--- config.mk ---
export PLATFORM = sky130hd
export DESIGN_NAME = tpwa_clamp
export DESIGN_NICKNAME = d
export VERILOG_FILES = /design/src/rtl/tpwa_pkg.sv /design/src/rtl/tpwa_clamp.sv
export SDC_FILE = /design/constraint.sdc
export NUM_CORES = 1
export LEC_CHECK = 0
export BUFFER_PORTS_ARGS = -buffer_cell sky130_fd_sc_hd__buf_2
export CORE_ASPECT_RATIO = 0.6
export CORE_MARGIN = 5
export CORE_UTILIZATION = 45
export DETAILED_ROUTE_END_ITERATION = 8
export PLACE_DENSITY = 0.8
export SYNTH_ARGS = -nofsm -noshare
export SYNTH_HDL_FRONTEND = slang
export SYNTH_SLANG_ARGS = --single-unit
--- constraint.sdc ---
create_clock -name clk_i -period 1.9 [get_ports clk_i]
set_input_delay 0.095 -clock clk_i [delete_from_list [all_inputs] [get_ports clk_i]]
set_output_delay 0.095 -clock clk_i [all_outputs]
set_load 0.01 [all_outputs]
--- src/rtl/tpwa_pkg.sv ---
// shared types, coefficient table and constants of the triangle polynomial warp address block
// no dependencies; imported by every module under rtl
package tpwa_pkg;

  localparam int CoordW       = 10;
  localparam int CfgW         = 11;
  localparam int CfgIdxW      = 1;
  localparam int RegionW      = 3;
  localparam int CoordBitsDef = 10;
  localparam int CoefW        = 36;
  localparam int FracBits     = 34;
  localparam int SumW         = 50;
  localparam int RndW         = SumW - FracBits;
  localparam int LinW         = CoefW + CoordW + 1;
  localparam int QuadW        = CoefW + 2 * CoordW + 1;

  localparam logic [CfgW-1:0] WidthRst  = CfgW'(328);
  localparam logic [CfgW-1:0] HeightRst = CfgW'(328);

  localparam logic signed [SumW-1:0] RoundHalf   = SumW'(1) <<< (FracBits - 1);
  localparam logic signed [SumW-1:0] RoundHalfM1 = RoundHalf - SumW'(1);

  // coefficients, 34 fraction bits
  localparam logic signed [CoefW-1:0] KA = 36'sd3730059882;
  localparam logic signed [CoefW-1:0] KB = 36'sd13449809302;
  localparam logic signed [CoefW-1:0] KC = 36'sd41638704;
  localparam logic signed [CoefW-1:0] KD = 36'sd507789;
  localparam logic signed [CoefW-1:0] KE = 36'sd41130915;
  localparam logic signed [CoefW-1:0] KF = 36'sd30465656413;
  localparam logic signed [CoefW-1:0] KG = 36'sd13285787238;
  localparam logic signed [CoefW-1:0] KP = 36'sd40629319;
  localparam logic signed [CoefW-1:0] KQ = 36'sd501597;
  localparam logic signed [CoefW-1:0] KR = 36'sd1015578;
  localparam logic signed [CoefW-1:0] KS = 36'sd42146493;

  typedef enum logic [RegionW-1:0] {
    REG_TOP      = 3'd0,
    REG_BOTTOM   = 3'd1,
    REG_LEFT_UP  = 3'd2,
    REG_LEFT_LO  = 3'd3,
    REG_RIGHT_UP = 3'd4,
    REG_RIGHT_LO = 3'd5
  } region_e;

  typedef enum logic [CfgIdxW-1:0] {
    CFG_WIDTH  = 1'd0,
    CFG_HEIGHT = 1'd1
  } cfg_idx_e;

  typedef struct packed {
    logic [CoordW-1:0] out_row;
    logic [CoordW-1:0] out_col;
  } in_req_t;

  typedef struct packed {
    logic [CoordW-1:0]  src_row;
    logic [CoordW-1:0]  src_col;
    logic [RegionW-1:0] region;
    logic               clamped;
  } out_req_t;

  typedef struct packed {
    region_e           region;
    logic [CoordW-1:0] i;
    logic [CoordW-1:0] j;
    logic              hit;
  } meta_t;

  typedef struct packed {
    meta_t                  meta;
    logic signed [RndW-1:0] val;
  } poly_t;

  typedef struct packed {
    logic signed [CoefW-1:0] k_i;
    logic signed [CoefW-1:0] k_j;
    logic signed [CoefW-1:0] k_ii;
    logic signed [CoefW-1:0] k_ij;
    logic signed [CoefW-1:0] k_jj;
  } coef_t;

  function automatic coef_t coef_of(input region_e rg);
    coef_t c;
    case (rg)
      REG_TOP:      c = '{KA, KB, KC, -KD, -KE};
      REG_BOTTOM:   c = '{KF, -KG, -KP, -KQ, KE};
      REG_LEFT_UP:  c = '{KB, KA, -KE, -KD, KC};
      REG_LEFT_LO:  c = '{KB, KA, -KE, -KR, KS};
      REG_RIGHT_UP: c = '{-KG, KF, KE, -KQ, -KP};
      REG_RIGHT_LO: c = '{-KG, KF, KE, -KQ, -KP};
      default:      c = '0;
    endcase
    return c;
  endfunction

endpackage

--- src/rtl/tpwa_clamp.sv ---
// last stage: clamps the rounded value to the image and drives the output register
// depends on tpwa_pkg
module tpwa_clamp import tpwa_pkg::*; #(
  parameter int COORD_BITS = CoordBitsDef
) (
  input  logic                clk_i,
  input  logic                rst_ni,
  input  logic                valid_i,
  output logic                ready_o,
  input  poly_t               poly_i,
  input  logic [COORD_BITS:0] img_w_i,
  input  logic [COORD_BITS:0] img_h_i,
  output logic                valid_o,
  input  logic                ready_i,
  output out_req_t            res_o
);

  localparam int DimW = COORD_BITS + 1;

  logic            row_side;
  logic [DimW-1:0] dim;
  logic [DimW-1:0] cl;
  logic            hit;
  out_req_t        res_d, res_q;
  logic            valid_q;
  logic            ld;

  assign ld      = !valid_q || ready_i;
  assign ready_o = ld;
  assign valid_o = valid_q;
  assign res_o   = res_q;

  always_comb begin
    row_side = (poly_i.meta.region == REG_TOP) || (poly_i.meta.region == REG_BOTTOM);
    dim      = row_side ? img_h_i : img_w_i;
    hit      = 1'b0;
    if (poly_i.val[RndW-1]) begin
      cl  = '0;
      hit = 1'b1;
    end else if ($unsigned(poly_i.val) >= RndW'(dim)) begin
      cl  = dim - DimW'(1);
      hit = 1'b1;
    end else begin
      cl  = DimW'($unsigned(poly_i.val));
    end
    res_d.src_row = row_side ? CoordW'(cl) : poly_i.meta.i;
    res_d.src_col = row_side ? poly_i.meta.j : CoordW'(cl);
    res_d.region  = poly_i.meta.region;
    res_d.clamped = poly_i.meta.hit || hit;
  end

  always_ff @(posedge clk_i or negedge rst_ni) begin
    if (!rst_ni) begin
      valid_q <= 1'b0;
    end else if (ld) begin
      valid_q <= valid_i;
    end
  end

  always_ff @(posedge clk_i) begin
    if (ld && valid_i) begin
      res_q <= res_d;
    end
  end

  a_negative_flagged: assert property (@(posedge clk_i) disable iff (!rst_ni)
    valid_i && ready_o && poly_i.val[RndW-1] |=> res_q.clamped)
    else $error("negative polynomial value not flagged");

endmodule

==> metrics.md <==
| Metric | Value |
|---|---|
| Worst Path Max Fanout | 7 |
| Final std cells w/o fill | between 300 and 400 |
| Number of port buffers | 91 |
| Clock Skew | around 0.0011 ns |
| Tightest Hold Check Type | input port to flop |
| RSZ-0062 raised after global routing | yes |
| Hpwl dp | around 4.6 mm |
| Crit-path most repeated cell | buf_6 |
| Adder-cell share of the synthesized area | 0.0660 |
| Antenna cell count | 0 |
| Clock transition at path regs | about 0.08 ns |
| WS Path Type | input port to flop |
| Post-Synth XOR/XNOR Area | 0.0359 |
| CTS tree | done |
| Clock latency on the worst-skew pair | 0.26 ns |
| Crit end category | flop |
| Core Util, Final | 0.769 |
| Initial core utilization | 0.466 |
| Clk sinks | 25 |
| Gate Count Post-Synth | about 160 |
| Post-Syn Nets | approximately 230 |
| Area growth syn-to-layout | 64.8% |
| Root buf cell | clkbuf_8 |
| Synth Warn # | 0 |
| Vias in the first global route | 1,888 |
| Die ar. | between 0.005 and 0.006 mm² |
| Ys flop type | edfxtp_1 |
| Internal power | about 1.1 mW |
| Slew @ Worst Pin | 0.432 ns |
| GPL Wtd Cong | 0.822 |
| Initial antenna violation count | 0 |
| Setup TNS | -10.23 ns |
| GRT Total Usage | 0.229 |
| First-pass GRT wire length | 9.03 mm |
| Clock network fraction of design power | 0.204 |
| Max stage delay on crit path | roughly 0.37 ns |
| Largest net degree at the start of global routing | 25 |
| Peak VDD IR | between 0.3 and 0.4 mV |
| Tmin final | between 2 and 2.5 ns |
| Post-synth EDFFs | 24 |
| CTS buffer count | 3 |
| Initial DRC Count | approximately 240 |
| Post-synth cell types | 40 |
| Critical Path, Cell by Cell | buf_6 > buf_6 > nor2_4 > mux2i_2 > ha_1 > a21o_1 > a2111oi_4 > o21ai_2 > a221oi_4 > buf_6 > mux2i_4 > o21ai_1 |
| Slew HR | 0.704 |
| Cell with the most instances after synthesis | edfxtp_1 |
| Slowest stage cell, crit path | a2111oi_4 |
| IO Pins | ~90 |
| Vias | a little under 2k |
| Fmax | 407 MHz |
| PD cells | around 530 mW/mm² |
| Placed cells | 329 |
| Drt first pass iters | 5 |
| Fin crit share | 1.29 |
| Sw Pwr | approximately 0.42 mW |
| WP data required | about 1.9 ns |
| Grt total ovfl | 0 |
| Routed wire length per instance | around 18 µm |
| Worst EP arrival | between 2 and 2.5 ns |
| FP Rows | 17 |
| Share of post-route cells with drive strength above 1 | 0.584 |
| Clock Tree Buf Depth | 2 |
| Synth Area in Compound Gates | 0.199 |
| Failing checks | setup timing |
| Die W | 89.5 µm |
| Multiplexer area fraction after synthesis | 0.0938 |
| Max_cap viols | 0 |
| DRC Markers | 0 |
| Simple-gate area share of the yosys netlist | 0.137 |
| Pleak | around 1.3 nW |
| Final Hold Viols | 0 |
| CTS H-tree depth | 1 |
| Final setup margin | -0.558 ns |
| Final WL | 6.10 mm |
| Die Y | a little under 60 µm |
| Post-detailed-route count of antenna-violating nets | 0 |
| Synth area leaders | edfxtp_1, mux2i_1, ha_1, nand2_1, o21ai_1 |
| Sequential cell fraction of total power | 0.442 |
| Area leader, netlist | edfxtp_1 |
| Final Max Tran Viols | 0 |
| Sequential share of the synthesized area | 0.437 |
| Post-Syn Area | 0.00171 mm² |
| Top cell type's share of synthesized area | 0.422 |
| Post-synth top cells | edfxtp_1, nand2_1, mux2i_1 |
| Sw frac | 0.284 |
| FFs w/ async S/R, synth | 0.0400 |
| Status | complete, but fails checks |
| Combinational power share | 0.355 |
| Drt via density | about 5.6 |
| Worst setup SP type | input port |
| Synthesized flop and latch total | 25 |
| Largest family of logic cells by synthesized area | compound AO/OA/AOI/OAI gates |
| Core Region | approximately 0.0037 mm² |
| Syn Area/Cell | between 10 and 15 µm² |
| Setup violations, final | 21 |
| Final layout net count | about 370 |
state kept, by name (all words and copies together) (netlist names):
name,cells
res_o,24
valid_o,1
power by group through the flow:
stage | Clock (mW) | Combinational [mW] | Sequential, mW
after floorplan | 0 | 0.188 | 0.692
after global placement | 0 | 0.420 | 0.670
after global routing | 0.328 | 0.568 | 0.661
final | 0.303 | 0.528 | 0.657
after detailed placement | 0 | 0.435 | 0.670
after CTS | 0.306 | 0.497 | 0.658
worst max-delay path, delay by kind of cell:
family	cells	cell delay (ns)
simple gates	1	0.12
mux	2	0.53
fa+ha+maj	1	0.28
buf+inv	3	0.43
compound gates	5	1.01
worst paths after layout:
kind                                      from                   to  slack [ns]  cells after the start
max                                 poly_i[38]   res_o[7]$_DFFE_PP_       -0.56                     12
min                                 poly_i[37]   res_o[1]$_DFFE_PP_       0.007                      1
max in group asynchronous               rst_ni  valid_o$_DFFE_PN0N_        1.66                      2
max reg2reg                valid_o$_DFFE_PN0N_  res_o[22]$_DFFE_PP_        0.64                      3
min reg2reg                valid_o$_DFFE_PN0N_  valid_o$_DFFE_PN0N_        0.54                      2
min in group asynchronous               rst_ni  valid_o$_DFFE_PN0N_        0.16                      2
layout make-up:
| cell class | count | area, µm² |
|---|---|---|
| Tap cell | 47 | 58.8 |
| Timing Repair Buffer | 143 | 895 |
| Sequential cell | 25 | 746 |
| Clock buffer | 4 | 45.0 |
| Inverter | 2 | 7.51 |
| Multi-Input combinational cell | 124 | 1060 |
| Fill cell | 252 | 846 |
cell usage in the layout, fill, tap and decap left out, types with 4 or more instances in the layout:
master	n
edfxtp_1	24
mux2i_2	8
ha_1	7
buf_4	42
buf_2	89
a21o_1	4
xor2_1	4
o21a_1	4
o21ai_1	14
mux2i_1	6
nand2_1	16
nor2_1	4
buf_6	11
logic make-up (layout without fill, tap and decap cells):
group | Yosys count | in the layout
XOR/XNOR | 7 | 7
flip-flops | 25 | 25
AO/OA/AOI/OAI | 45 | 45
buffers and inverters | 8 | 149
adder cells (fa/ha/maj) | 9 | 9
AND/OR/NAND/NOR | 47 | 47
multiplexers | 16 | 16
through the flow:
step / area (µm²) / power, mW / setup slack [ns] / hold slack, ns
after global routing: 2810 / 1.56 / -0.664 / 0.00655
final: 2810 / 1.49 / -0.558 / 0.00741
after detailed placement: 2500 / 1.10 / -0.922 / -0.129
after global placement: 2500 / 1.09 / -0.858 / -0.130
after floorplan: 1730 / 0.880 / -0.998 / -0.201
after CTS: 2790 / 1.46 / -0.523 / 0.0106
routing by layer:
metal,wire length (µm),track usage,share of wire
met3,720,0.0369,0.12
met1,2400,0.303,0.39
met2,2810,0.386,0.46
met4,171,0.0722,0.028
met5,0,0,0
what timing repair did:
| action | 4_1_cts | 5_1_grt |
|---|---|---|
| cloned | 1 | 0 |
| pin swaps | 24 | 14 |
| setup endpoints to repair | 21 | 21 |
| setup buffers | 11 | 1 |
| resized for setup | 30 | 15 |
| endpoints found under the hold margin | 1 | 0 |
| hold buffers | 1 | 0 |
Power figures use the tool's default switching activity.
