### config.mk
export PLATFORM = sky130hd
export DESIGN_NAME = tpwa_region
export DESIGN_NICKNAME = d
export VERILOG_FILES = /design/src/rtl/tpwa_pkg.sv /design/src/rtl/tpwa_region.sv
export SDC_FILE = /design/constraint.sdc
export NUM_CORES = 1
export LEC_CHECK = 0
export ABC_AREA = 1
export BUFFER_PORTS_ARGS = -buffer_cell sky130_fd_sc_hd__buf_4
export CAP_MARGIN = 5
export CORE_UTILIZATION = 32
export CTS_BUF_LIST = sky130_fd_sc_hd__clkbuf_8
export DETAILED_ROUTE_END_ITERATION = 8
export GPL_ROUTABILITY_DRIVEN = 0
export PLACE_DENSITY = 0.5
export SYNTH_ARGS = -nofsm -noshare
export SYNTH_HDL_FRONTEND = slang
export SYNTH_SLANG_ARGS = --single-unit
export TNS_END_PERCENT = 10
### constraint.sdc
create_clock -name clk_i -period 2.8 [get_ports clk_i]
set_clock_uncertainty 0.05 [all_clocks]
set_input_delay 0.14 -clock clk_i [delete_from_list [all_inputs] [get_ports clk_i]]
set_output_delay 0.14 -clock clk_i [all_outputs]
set_load 0.005 [all_outputs]
### src/rtl/tpwa_pkg.sv
// shared types, coefficient table and constants of the triangle polynomial warp address block
// no dependencies; imported by every module under rtl
package tpwa_pkg;

  localparam int CoordW       = 10;
  localparam int CfgW         = 11;
  localparam int CfgIdxW      = 1;
  localparam int RegionW      = 3;
  localparam int CoordBitsDef = 10;
  localparam int CoefW        = 36;
  localparam int FracBits     = 34;
  localparam int SumW         = 50;
  localparam int RndW         = SumW - FracBits;
  localparam int LinW         = CoefW + CoordW + 1;
  localparam int QuadW        = CoefW + 2 * CoordW + 1;

  localparam logic [CfgW-1:0] WidthRst  = CfgW'(328);
  localparam logic [CfgW-1:0] HeightRst = CfgW'(328);

  localparam logic signed [SumW-1:0] RoundHalf   = SumW'(1) <<< (FracBits - 1);
  localparam logic signed [SumW-1:0] RoundHalfM1 = RoundHalf - SumW'(1);

  // coefficients, 34 fraction bits
  localparam logic signed [CoefW-1:0] KA = 36'sd3730059882;
  localparam logic signed [CoefW-1:0] KB = 36'sd13449809302;
  localparam logic signed [CoefW-1:0] KC = 36'sd41638704;
  localparam logic signed [CoefW-1:0] KD = 36'sd507789;
  localparam logic signed [CoefW-1:0] KE = 36'sd41130915;
  localparam logic signed [CoefW-1:0] KF = 36'sd30465656413;
  localparam logic signed [CoefW-1:0] KG = 36'sd13285787238;
  localparam logic signed [CoefW-1:0] KP = 36'sd40629319;
  localparam logic signed [CoefW-1:0] KQ = 36'sd501597;
  localparam logic signed [CoefW-1:0] KR = 36'sd1015578;
  localparam logic signed [CoefW-1:0] KS = 36'sd42146493;

  typedef enum logic [RegionW-1:0] {
    REG_TOP      = 3'd0,
    REG_BOTTOM   = 3'd1,
    REG_LEFT_UP  = 3'd2,
    REG_LEFT_LO  = 3'd3,
    REG_RIGHT_UP = 3'd4,
    REG_RIGHT_LO = 3'd5
  } region_e;

  typedef enum logic [CfgIdxW-1:0] {
    CFG_WIDTH  = 1'd0,
    CFG_HEIGHT = 1'd1
  } cfg_idx_e;

  typedef struct packed {
    logic [CoordW-1:0] out_row;
    logic [CoordW-1:0] out_col;
  } in_req_t;

  typedef struct packed {
    logic [CoordW-1:0]  src_row;
    logic [CoordW-1:0]  src_col;
    logic [RegionW-1:0] region;
    logic               clamped;
  } out_req_t;

  typedef struct packed {
    region_e           region;
    logic [CoordW-1:0] i;
    logic [CoordW-1:0] j;
    logic              hit;
  } meta_t;

  typedef struct packed {
    meta_t                  meta;
    logic signed [RndW-1:0] val;
  } poly_t;

  typedef struct packed {
    logic signed [CoefW-1:0] k_i;
    logic signed [CoefW-1:0] k_j;
    logic signed [CoefW-1:0] k_ii;
    logic signed [CoefW-1:0] k_ij;
    logic signed [CoefW-1:0] k_jj;
  } coef_t;

  function automatic coef_t coef_of(input region_e rg);
    coef_t c;
    case (rg)
      REG_TOP:      c = '{KA, KB, KC, -KD, -KE};
      REG_BOTTOM:   c = '{KF, -KG, -KP, -KQ, KE};
      REG_LEFT_UP:  c = '{KB, KA, -KE, -KD, KC};
      REG_LEFT_LO:  c = '{KB, KA, -KE, -KR, KS};
      REG_RIGHT_UP: c = '{-KG, KF, KE, -KQ, -KP};
      REG_RIGHT_LO: c = '{-KG, KF, KE, -KQ, -KP};
      default:      c = '0;
    endcase
    return c;
  endfunction

endpackage

### src/rtl/tpwa_region.sv
// first pipeline stage: saturates the pixel to the image and picks its triangular region
// depends on tpwa_pkg
module tpwa_region import tpwa_pkg::*; #(
  parameter int COORD_BITS = CoordBitsDef
) (
  input  logic                  clk_i,
  input  logic                  rst_ni,
  input  logic                  valid_i,
  output logic                  ready_o,
  input  in_req_t               req_i,
  input  logic [COORD_BITS:0]   img_w_i,
  input  logic [COORD_BITS:0]   img_h_i,
  output logic                  valid_o,
  input  logic                  ready_i,
  output meta_t                 meta_o
);

  localparam int DimW = COORD_BITS + 1;
  localparam int CmpW = ((DimW > CoordW) ? DimW : CoordW) + 2;

  logic [CmpW-1:0] iw, jw, wx, hx, h2, w2, r;
  logic            hit;
  region_e         rg;
  meta_t           meta_d, meta_q;
  logic            valid_q;
  logic            ld;

  assign ld      = !valid_q || ready_i;
  assign ready_o = ld;
  assign valid_o = valid_q;
  assign meta_o  = meta_q;

  always_comb begin
    wx  = CmpW'(img_w_i);
    hx  = CmpW'(img_h_i);
    iw  = CmpW'(req_i.out_row);
    jw  = CmpW'(req_i.out_col);
    hit = 1'b0;
    if (iw >= hx) begin
      iw  = hx - CmpW'(1);
      hit = 1'b1;
    end
    if (jw >= wx) begin
      jw  = wx - CmpW'(1);
      hit = 1'b1;
    end
    h2 = hx >> 1;
    w2 = wx >> 1;
    r  = '0;
    rg = REG_TOP;
    if (iw < h2) begin
      if (jw >= iw && jw + iw < wx) rg = REG_TOP;
      if (jw <= iw) rg = REG_LEFT_UP;
      if (jw + iw + CmpW'(1) >= wx) rg = REG_RIGHT_UP;
    end else begin
      r = iw - h2;
      if (jw + r >= w2 && jw <= w2 + r) rg = REG_BOTTOM;
      if (jw + r <= w2) rg = REG_LEFT_LO;
      if (jw >= w2 + r) rg = REG_RIGHT_LO;
    end
    meta_d.region = rg;
    meta_d.i      = CoordW'(iw);
    meta_d.j      = CoordW'(jw);
    meta_d.hit    = hit;
  end

  always_ff @(posedge clk_i or negedge rst_ni) begin
    if (!rst_ni) begin
      valid_q <= 1'b0;
    end else if (ld) begin
      valid_q <= valid_i;
    end
  end

  always_ff @(posedge clk_i) begin
    if (ld && valid_i) begin
      meta_q <= meta_d;
    end
  end

  // pixel outside the image must be flagged
  a_out_of_image_flagged: assert property (@(posedge clk_i) disable iff (!rst_ni)
    valid_i && ready_o && (CmpW'(req_i.out_row) >= CmpW'(img_h_i) ||
                           CmpW'(req_i.out_col) >= CmpW'(img_w_i))
    |=> meta_q.hit)
    else $error("out of image request not flagged");

endmodule

==> results.md <==
Logic synthesis:
- The share of Yosys cell area claimed by the top area cell type is 25.81%.
- When the netlist entered floorplanning its net count stood at 962.
- Yosys mapped the design onto 43 distinct sky130hd cell types.
- The register bit count reported by yosys is 25.
- The async set or reset register ratio after synthesis is roughly 4%.
- After technology mapping, the gate count stands at 800.
- The library cell occupying the most area in the post-synthesis netlist is ha_1.
- In the synthesized netlist the dominant register cell turns out to be edfxtp_1.
- The portion of the post-synthesis area used by sequential elements is a little over an eighth.
- Yosys attributes the largest share of cell area to ha_1, edfxtp_1, nand2_1, inv_1, xor2_1.
- The library cell with the highest instance count after synthesis is nand2_1.
- Counting flops with a built-in enable in the synthesized netlist gives 24.
- The synthesized area per cell is ~6.8 µm².
- Counting instances in the post-synthesis netlist gives the leading cell types as nand2_1, inv_1, ha_1.
- In this run the cell area of the synthesized design comes to approximately 5400 µm².
- The Yosys warning count is 0.

Floorplanning:
- After floorplanning, the core was divided into between 40 and 50 placement rows.
- The die is ~130 µm tall.
- The area enclosed by the die boundary is around 17000 µm².
- Once the floorplan was initialized, standard cells occupied 32.74% of the core.
- From left edge to right edge, the die measures roughly 130 µm.
- In this run the standard cell core region covers approximately 17000 µm².
- The I/O pin total is between 70 and 80.

Critical path:
- Tracing the worst setup path back leads to its startpoint at img_h_i[2].
- For this design, the slowest cell found on the critical path is ha_1.
- The largest single stage delay on the critical path is between 0.3 and 0.4 ns.
- By instance count, the cell type seen most on the critical path is buf_4.
- The data required time of the critical path is between 2 and 3 ns.
- The end of the worst register-to-register path is meta_o[1].
- The worst register-to-register path has a depth of 2.
- For flop-to-flop paths, the worst setup slack is approximately 1.5 ns.
- The worst setup path is captured at a flop.
- The data arrival time of the worst path is 4.99 ns.
- The worst setup path is launched from an input port.
- Of all nets on the critical path, the largest fanout is 6.
- The startpoint of the most critical register-to-register path is valid_o.
- The class of the most critical setup path is in -> reg.

Layout:
- The number of nets at the end of the flow is about 1300.
- The post-route netlist has approximately two fifths of its cells at a drive strength greater than 1.
- Compared with the post-synthesis result, the final layout area differs by 64.55%.
- 0 antenna diodes ended up in the layout.
- The final standard cell count with taps included and fillers excluded is around 1400.
- The number of inserted filler cells in the final layout is roughly 1600.

STA:
- The worst path setup slack after routing is -2.056 ns.
- The hold violation count in the final report is 0.
- The final setup violation count is 3.
- Derived from the worst setup path, the maximum achievable clock frequency is a little over 200 MHz.
- Setup repair after global routing could not meet its margin everywhere.
- The worst pin sits at a relative slew slack of 66.28%.
- The worst-case hold slack is 0.06718 ns.
- The number of max-slew violations in the final report is 0.
- The final-layout setup total negative slack is -4.326 ns.
- The final critical path time including I/O delays and setup is 4.856 ns.
- The transition time of the tightest slew-check pin is 0.5005 ns.
- The share of the clock period used by the worst path after layout is 173.4%.

Flow run:
- Across the run, the number of max-cap violations was 0.

Detailed routing:
- The number of iterations in the first detailed-routing pass is 5.
- The number of remaining DRC errors is 0.
- The vias after detailed routing is roughly 6300.
- The detail route stage leaves a number of antenna-violating nets equal to 0.
- The detailed-route wire length per cell is 14.11 µm.
- For this block, the initial DRC count from the detailed router was between 300 and 400.
- The via density per instance is about 4.6.
- The wire length after detailed routing is between 15 and 20 mm.

Power and ir drop:
- The leakage component of the power is ~4.7 nW.
- The peak supply drop is 0.2312 mV.
- For this design the ratio of total power to cell area is approximately 540 nW/µm².
- The power after layout is between 4 and 5 mW.

Hold path:
- The startpoint of the most critical hold path is ready_i.
- The worst hold path terminates at valid_o.
- The min-delay analysis places its worst path in the category in -> reg.
- The cell count of the worst hold path is 4.

Clocking:
- The TritonCTS sink count is 25.
- The number of buffers inserted during clock tree synthesis is 3.
- TritonCTS built the clock tree.
- In this run the number of H-tree levels came out at 1.
- The clock passes through at most 2 buffers.
- The clock insertion delay at the later pin of the skew report is between 0.2 and 0.3 ns.
- In this run the clock root is driven by a clkbuf_8.
- Clock-pin slew was measured on the worst setup and hold paths at 0.11 ns.

Placement:
- The number of placed cells counting well taps is between 1000 and 1500.
- Buffers placed on the I/O ports in this run total 71.
- The HPWL after detailed placement is around 16 mm.

Global route:
- The number of antenna violations at the first check in global routing is 0.
- The largest net degree at the start of global routing is 25.
- The first global-routing pass estimated around 30 mm of wire.
- The global router's overall resource usage is between 20% and 30%.
- The number of global-route vias before repair was just over 6000.
- The total global routing overflow is 0.

Status:
- The flow ran to the end, but the final reports show violations.
- The checks that failed: setup timing.
==> logic make-up after synthesis <==
| logic type | count (synthesis) | share of synthesized area [%] |
|---|---|---|
| AO/OA/AOI/OAI | 128 | 13.23 |
| XOR/XNOR | 45 | 7.260 |
| adder cells (fa/ha/maj) | 116 | 27.29 |
| buffers and inverters | 142 | 10.00 |
| flip-flops | 25 | 13.74 |
| AND/OR/NAND/NOR | 344 | 28.49 |
==> flip-flops by register name (all words and copies together), names as in the netlist <==
| name | cells |
|---|---|
| meta_o | 24 |
| valid_o | 1 |
==> how the worst max path moves through the flow <==
stage,to,slack (ns),depth (start not counted)
2_1_floorplan,meta_o[22],-1.84,39
3_3_place_gp,meta_o[22],-2.36,37
3_5_place_dp,meta_o[22],-2.39,38
4_1_cts,meta_o[22],-1.88,38
5_1_grt,meta_o[22],-2.27,37
6_report,meta_o[22],-2.06,37
==> metrics by stage <==
stage,instance area [µm²],util (%),worst slack (ns)
2_1_floorplan,5515,-,-1.839
6_report,8934,53.87,-2.056
4_1_cts,8635,52.07,-1.876
3_5_place_dp,8154,49.17,-2.392
3_3_place_gp,8154,49.17,-2.360
5_1_grt,8934,53.87,-2.267
==> placed cells by master (no fill, tap or decap), types with 11 or more instances in the layout <==
cell type / instances
inv_2: 16
nand2_2: 21
nand4_1: 13
ha_4: 19
buf_4: 345
o21ai_1: 11
o21ai_0: 31
nor2_1: 60
nand3_1: 45
inv_1: 117
xor2_1: 32
a21oi_1: 41
edfxtp_1: 24
nand2_1: 145
nor3_1: 16
a21oi_2: 14
ha_1: 92
==> power breakdown <==
group / leakage (nW) / switching, mW / total, mW / internal (mW)
logic: 4.46 / 2.07 / 4.12 / 2.05
clock network: 0.0217 / 0.151 / 0.253 / 0.102
registers: 0.241 / 0.0115 / 0.471 / 0.459
==> layout make-up <==
class,count,area (µm²),share of cell area (%)
repair buffers,349,2640,29.55
inverters,135,510.5,5.714
well taps,220,275.3,3.081
multi-input cells,634,4713,52.76
flip-flops and latches,25,745.7,8.347
clock buffers,3,41.29,0.4622
clock inverters,1,7.507,0.08403
==> critical path: cells and delay by family <==
kind	cells	cell delay (ns)
buf+inv	8	0.81
xor+xnor	2	0.33
simple gates	17	1.90
fa+ha+maj	4	1.13
compound gates	6	0.68
==> repair_timing <==
item	4_1_cts	5_1_grt
gates cloned	1	0
resized for setup	54	50
setup endpoints to repair	3	3
endpoints found under the hold margin	2	0
setup buffers	15	12
hold buffers	2	0
pin swaps	36	48
==> per-layer routing <==
layer / wire [µm] / up-vias / part of all wire, % / GRT usage [%]
met5: 0 / - / 0 / 0
met4: 157 / 0 / 0.81 / 3.065
met3: 577 / 12 / 3.0 / 2.153
met2: 9397 / 97 / 49 / 38.68
met1: 9153 / 2842 / 47 / 29.13
li1: - / 3351 / - / -
Power figures use the tool's default switching activity.
